File: src/design/assert_macros.svh
// Assertion macros shared by the dispatch block.
// No dependencies; included by files that check their own logic.
`ifndef ASSERT_MACROS_SVH
`define ASSERT_MACROS_SVH

// The condition must hold at every clock edge outside reset.
`define LLSD_ASSERT_ALWAYS(lbl, cond) \
  lbl: assert property (@(posedge clk) disable iff (rst) (cond)) \
    else $error("check failed: lbl");

// When the antecedent holds, the consequent must hold at the same edge.
`define LLSD_ASSERT_SAME(lbl, ante, cons) \
  lbl: assert property (@(posedge clk) disable iff (rst) (ante) |-> (cons)) \
    else $error("check failed: lbl");

// When the antecedent holds, the consequent must hold at the next edge.
`define LLSD_ASSERT_NEXT(lbl, ante, cons) \
  lbl: assert property (@(posedge clk) disable iff (rst) (ante) |=> (cons)) \
    else $error("check failed: lbl");

`endif

File: src/design/llsd_pkg.sv
// Shared constants, types and helpers for the least-loaded dispatch block.
// No dependencies; used by llsd_cell and least_loaded_server_dispatch.
package llsd_pkg;

  localparam int SERVERS  = 8;
  localparam int IDX_W    = (SERVERS > 1) ? $clog2(SERVERS) : 1;
  localparam int CNT_W    = $clog2(SERVERS + 1);
  localparam int LOAD_W   = 32;
  localparam int TIME_W   = 16;
  localparam int TILLS_W  = 4;
  localparam int OIDX_W   = 3;
  localparam int OUT_W    = OIDX_W + 2 * LOAD_W;
  localparam int TDATA_W  = ((OUT_W + 7) / 8) * 8;

  // Search token that travels down the chain of cells.
  typedef struct packed {
    logic              live;
    logic              found;
    logic [LOAD_W-1:0] load;
    logic [IDX_W-1:0]  idx;
  } tok_t;

  // Update command broadcast to every cell.
  typedef struct packed {
    logic              en;
    logic              clr;
    logic [IDX_W-1:0]  idx;
    logic [LOAD_W-1:0] load;
  } wr_t;

  // A count of zero acts as one, a count above the build size as the build size.
  function automatic logic [CNT_W-1:0] tills_in_use(input logic [TILLS_W-1:0] num);
    logic [31:0] v;
    v = {{(32 - TILLS_W){1'b0}}, num};
    if (v == 32'd0) v = 32'd1;
    if (v > 32'(SERVERS)) v = 32'(SERVERS);
    return v[CNT_W-1:0];
  endfunction

endpackage

File: src/design/llsd_cell.sv
// One server's load register and its stage of the minimum search chain.
// Depends on llsd_pkg.
module llsd_cell (
  input  logic                            clk,
  input  logic                            rst,
  input  logic [llsd_pkg::IDX_W-1:0]      cell_idx,
  input  logic [llsd_pkg::CNT_W-1:0]      tills,
  input  llsd_pkg::tok_t                  tok_in,
  output llsd_pkg::tok_t                  tok_out,
  input  llsd_pkg::wr_t                   wr
);

  logic [llsd_pkg::LOAD_W-1:0] load;
  logic                        in_use;
  logic                        take;

  assign in_use = 32'(cell_idx) < 32'(tills);
  // Strictly less keeps the earlier, lower-indexed server on a tie.
  assign take   = in_use && (!tok_in.found || (load < tok_in.load));

  always_ff @(posedge clk) begin
    if (rst) begin
      load <= '0;
    end else if (wr.clr) begin
      load <= '0;
    end else if (wr.en && (wr.idx == cell_idx)) begin
      load <= wr.load;
    end
  end

  always_ff @(posedge clk) begin
    if (rst) begin
      tok_out.live <= 1'b0;
    end else begin
      tok_out.live <= tok_in.live;
    end
    if (take) begin
      tok_out.found <= 1'b1;
      tok_out.load  <= load;
      tok_out.idx   <= cell_idx;
    end else begin
      tok_out.found <= tok_in.found;
      tok_out.load  <= tok_in.load;
      tok_out.idx   <= tok_in.idx;
    end
  end

endmodule

File: src/design/least_loaded_server_dispatch.sv
// One job in flight: the input is ready only in the idle state, so a new job is
// taken once the previous one has been written, and the search token walks the
// chain one cell per cycle.
// A finished result waits in the output register while the next job is taken.
// Synchronous active-high reset clears all loads, the makespan and sets the
// server count to one.
// Depends on llsd_pkg, llsd_cell and assert_macros.svh.
`include "assert_macros.svh"

module least_loaded_server_dispatch (
  input  logic                              clk,
  input  logic                              rst,
  input  logic                              cfg_valid,
  output logic                              cfg_ready,
  input  logic [llsd_pkg::TILLS_W-1:0]      cfg_data,     // num_tills
  input  logic                              s_tvalid,
  output logic                              s_tready,
  input  logic [llsd_pkg::TIME_W-1:0]       s_tdata,      // service_time
  input  logic                              s_tlast,      // last_job
  output logic                              m_tvalid,
  input  logic                              m_tready,
  // server_index [2:0], server_load [34:3], makespan [66:35], zero fill above
  output logic [llsd_pkg::TDATA_W-1:0]      m_tdata,
  output logic                              m_tlast       // batch_done
);

  localparam logic [1:0] S_IDLE  = 2'd0;
  localparam logic [1:0] S_SCAN  = 2'd1;
  localparam logic [1:0] S_WRITE = 2'd2;

  logic [1:0]                         state;
  logic [llsd_pkg::TILLS_W-1:0]       num_tills;
  logic [llsd_pkg::CNT_W-1:0]         tills;
  logic [llsd_pkg::TIME_W-1:0]        svc;
  logic                               last;
  logic [llsd_pkg::LOAD_W-1:0]        sum;
  logic [llsd_pkg::IDX_W-1:0]         best_idx;
  logic [llsd_pkg::LOAD_W-1:0]        makespan;
  logic [llsd_pkg::LOAD_W-1:0]        ms_next;
  logic [llsd_pkg::LOAD_W:0]          sum_wide;
  logic [31:0]                        idx_ext;
  logic                               in_fire;
  logic                               out_free;
  logic                               commit;
  llsd_pkg::tok_t                     tok [llsd_pkg::SERVERS+1];
  llsd_pkg::wr_t                      wr;
  logic [llsd_pkg::SERVERS-1:0]       live_bits;

  assign cfg_ready = 1'b1;
  assign s_tready  = (state == S_IDLE);
  assign in_fire   = s_tvalid && s_tready;
  assign out_free  = !m_tvalid || m_tready;
  assign commit    = (state == S_WRITE) && out_free;
  assign tills     = llsd_pkg::tills_in_use(num_tills);

  always_ff @(posedge clk) begin
    if (rst) begin
      num_tills <= llsd_pkg::TILLS_W'(1);
    end else if (cfg_valid && cfg_ready) begin
      num_tills <= cfg_data;
    end
  end

  // The token enters the head cell on the beat that accepts the job.
  assign tok[0] = '{live: in_fire, found: 1'b0, load: '0, idx: '0};

  for (genvar i = 0; i < llsd_pkg::SERVERS; i++) begin : g_cell
    llsd_cell u_cell (
      .clk      (clk),
      .rst      (rst),
      .cell_idx (llsd_pkg::IDX_W'(i)),
      .tills    (tills),
      .tok_in   (tok[i]),
      .tok_out  (tok[i+1]),
      .wr       (wr)
    );
    assign live_bits[i] = tok[i+1].live;
  end

  assign sum_wide = {1'b0, tok[llsd_pkg::SERVERS].load}
                  + {{(llsd_pkg::LOAD_W + 1 - llsd_pkg::TIME_W){1'b0}}, svc};
  assign ms_next  = (sum > makespan) ? sum : makespan;
  assign idx_ext  = 32'(best_idx);

  always_comb begin
    wr.en   = commit;
    wr.clr  = commit && last;
    wr.idx  = best_idx;
    wr.load = sum;
  end

  always_ff @(posedge clk) begin
    if (rst) begin
      state    <= S_IDLE;
      makespan <= '0;
      m_tvalid <= 1'b0;
    end else begin
      if (commit) begin
        m_tvalid <= 1'b1;
      end else if (m_tready) begin
        m_tvalid <= 1'b0;
      end
      case (state)
        S_IDLE: begin
          if (in_fire) state <= S_SCAN;
        end
        S_SCAN: begin
          if (tok[llsd_pkg::SERVERS].live) state <= S_WRITE;
        end
        S_WRITE: begin
          if (out_free) begin
            state    <= S_IDLE;
            makespan <= last ? '0 : ms_next;
          end
        end
        default: state <= S_IDLE;
      endcase
    end
  end

  always_ff @(posedge clk) begin
    if (in_fire) begin
      svc  <= s_tdata;
      last <= s_tlast;
    end
    if ((state == S_SCAN) && tok[llsd_pkg::SERVERS].live) begin
      // Loads saturate at the all-ones value.
      sum      <= sum_wide[llsd_pkg::LOAD_W] ? '1 : sum_wide[llsd_pkg::LOAD_W-1:0];
      best_idx <= tok[llsd_pkg::SERVERS].idx;
    end
    if (commit) begin
      m_tdata <= {{(llsd_pkg::TDATA_W - llsd_pkg::OUT_W){1'b0}}, ms_next, sum,
                  idx_ext[llsd_pkg::OIDX_W-1:0]};
      m_tlast <= last;
    end
  end

  `LLSD_ASSERT_ALWAYS(a_one_token, $onehot0(live_bits))
  `LLSD_ASSERT_SAME(a_tail_in_scan, tok[llsd_pkg::SERVERS].live, state == S_SCAN)
  `LLSD_ASSERT_NEXT(a_commit_shows, commit, m_tvalid && (state == S_IDLE))
  `LLSD_ASSERT_SAME(a_ms_covers_load, m_tvalid, m_tdata[66:35] >= m_tdata[34:3])

endmodule

File: config.mk
export PLATFORM = sky130hd
export DESIGN_NAME = least_loaded_server_dispatch
export DESIGN_NICKNAME = d
export VERILOG_FILES = /design/src/design/llsd_pkg.sv /design/src/design/llsd_cell.sv /design/src/design/least_loaded_server_dispatch.sv
export VERILOG_INCLUDE_DIRS = /design/src /design/src/design
export SDC_FILE = /design/constraint.sdc
export NUM_CORES = 1
export LEC_CHECK = 0
export BUFFER_PORTS_ARGS = -buffer_cell sky130_fd_sc_hd__buf_2
export CAP_MARGIN = 10
export CORE_MARGIN = 1.5
export CORE_UTILIZATION = 50
export DETAILED_ROUTE_END_ITERATION = 12
export PLACE_DENSITY = 0.71
export SYNTH_ARGS = -nofsm -noshare
export SYNTH_HDL_FRONTEND = slang
export SYNTH_HIERARCHICAL = 1
export SYNTH_SLANG_ARGS = --single-unit
export TNS_END_PERCENT = 100
File: constraint.sdc
create_clock -name clk -period 8.1 [get_ports clk]
set_input_delay 1.215 -clock clk [delete_from_list [all_inputs] [get_ports clk]]
set_output_delay 1.215 -clock clk [all_outputs]
set_load 0.02 [all_outputs]
==> impl_metrics.env <==
export IMPL_areaGrowthSynthToFinish_pct=9.37
export IMPL_cts_resized=0
export IMPL_core_um2=87200
export IMPL_p_switching_uw=3330
export IMPL_post_route_period_util_pct=48.5
export IMPL_timing_setup_tns_ps=0
export IMPL_cts_tree="done"
export IMPL_n_antenna_cell=0
export IMPL_vias_per_cell=6.18
export IMPL_die_w_um=300
export IMPL_hp_class="reg -> reg"
export IMPL_power_frac_comb_pct=21.1
export IMPL_clkPwrFrac_pct=38.3
export IMPL_die_area_um2=90000
export IMPL_grt_max_degree=72
export IMPL_r2r_start="num_tills[3]"
export IMPL_cts_setup_buffers=0
export IMPL_finalSetupViolations=0
export IMPL_max_freq_mhz=255
export IMPL_powerDensity_nw_per_um2=203
export IMPL_critPathLaunch="num_tills[3]"
export IMPL_die_y_um=300
export IMPL_max_slew_margin_rel_pct=17.5
export IMPL_start_util_pct=50.6
export IMPL_wire_per_inst_um=21.3
export IMPL_drtPass1Iterations=6
export IMPL_tightestPinTransition_ps=1240
export IMPL_grt_pass1_vias=34900
export IMPL_htree_levels=3
export IMPL_crit_path_start_kind="register"
export IMPL_hold_viol_final=0
export IMPL_root_buffer="clkbuf_16"
export IMPL_rsz0062_at_grt="false"
export IMPL_cp_arrival_ps=4370
export IMPL_sequentialPowerShare_pct=40.6
export IMPL_clock_sinks=710
export IMPL_hold_buffers=0
export IMPL_antenna_found_initial=4
export IMPL_cts_buffers=79
export IMPL_required_ps=8550
export IMPL_end_kind="register"
export IMPL_worst_ir_drop_vdd_v=0.000219
export IMPL_drcViolationCount=0
export IMPL_gp_congestion=0.861
export IMPL_finalNetCount=5393
export IMPL_clock_skew_ps=38.1
export IMPL_ios=102
export IMPL_stdcell_count=6276
export IMPL_grt_overflow=0
export IMPL_drt_iter0_markers=3745
export IMPL_finalMaxSlewViolations=0
export IMPL_syn_inst=5024
export IMPL_status="complete, no violations"
export IMPL_hp_start="g_cell[7].u_cell/tok_out[2]"
export IMPL_vias=38800
export IMPL_portBuffers=95
export IMPL_drive_gt1_share_pct=13.4
export IMPL_syn_area_um2=44100
export IMPL_drt_wl_total_mm=133
export IMPL_ys_warn_count=6
export IMPL_dp_cells=6126
export IMPL_grt_pass1_wl_mm=205
export IMPL_row_count=108
export IMPL_power_total_uw=9800
export IMPL_syn_avg_cell_area_um2=8.78
export IMPL_grt_usage_pct=28.8
export IMPL_maxCapViolations=0
export IMPL_ant_nets=0
export IMPL_clockBufferDepth=3
export IMPL_worstSetupPathType="reg -> reg"
export IMPL_cp_max_fo=37
export IMPL_p_leak_uw=0.0202
export IMPL_worstSkewPairLatency_ps=670
export IMPL_dp_hpwl_mm=82.0
export IMPL_clk_pin_slew_ps=60
export IMPL_power_internal_uw=6470
export IMPL_fin_crit_ps=3930
export IMPL_p_sw_share_pct=34.0
layout by cell type (no fill, tap or decap), types with 13 or more instances in the layout:
cell	count
mux2i_1	260
a21oi_1	118
xnor2_1	32
nand3_1	588
nand4_1	49
inv_1	327
mux2_2	35
and4_1	20
or3_1	281
nand2_1	374
clkbuf_16	79
a22o_1	33
nor2_1	294
clkbuf_8	17
and3_1	13
buf_2	95
ha_1	312
o221a_2	280
buf_4	87
clkbuf_1	19
conb_1	205
o21ai_0	40
nor2b_1	14
edfxtp_1	120
dfxtp_1	583
nand2b_1	301
o2111ai_1	281
a21o_1	52
metal layers:
layer,track usage [%],part of all wire [%],vias to the layer above
met4,14.4,5.4,0
met5,0,0,-
met2,44.5,44,1500
met1,38.9,42,18600
met3,4.79,8.0,314
li1,-,-,18400
power groups by stage:
stage                     combinational (uW)  clock, uW  sequential (uW)
after detailed placement                1990          0             4050
after floorplan                         1760          0             3930
after CTS                               2000       3800             3970
final                                   2070       3750             3980
after global routing                    2250       3950             3990
after global placement                  1950          0             4040
worst max-delay path, stage by stage (launching register included):
cell,delay [ps]
dfxtp_1,660
nor2b_1,620
inv_1,110
ha_1,300
a21o_1,100
a21o_1,130
buf_4,410
and2_2,810
o221a_2,330
nand3_1,240
worst paths after layout:
kind / slack (ps) / endpoint / cells after the start
worst max-delay path: 4170 / g_cell[7].u_cell/tok_out[2] / 9
worst min register to register: 400 / best_idx[2] / 0
worst max register to register: 4170 / g_cell[7].u_cell/tok_out[2] / 9
worst min-delay path: 400 / best_idx[2] / 0
through the flow:
stage | setup slack, ps | util, % | hold WS, ps | instance area (um^2)
6_report | 4170 | 55.4 | 403 | 48300
4_1_cts | 4260 | 55.3 | 406 | 48200
5_1_grt | 4060 | 55.4 | 424 | 48300
2_1_floorplan | 1600 | - | 386 | 44900
3_5_place_dp | 4120 | 52.2 | 392 | 45500
3_3_place_gp | 4190 | 52.2 | 387 | 45500
registers in the layout, indices dropped and copies added (netlist names):
name                   count
m_tvalid                   1
g_cell.u_cell/tok_out    295
makespan                  32
state                      2
svc                       16
last                       1
m_tlast                    1
num_tills                  4
m_tdata                   67
sum                       32
best_idx                   3
g_cell.u_cell/load       256
layout make-up:
cell class	instances	area, um^2
repair buffers	184	1170
clock inverters	33	452
well taps	1155	1450
multi-input cells	3744	26200
fillers	7822	38900
inverters	335	1260
clock buffers	115	2280
flip-flops and latches	710	15400
Note: power is estimated with default switching activity, not from simulation.
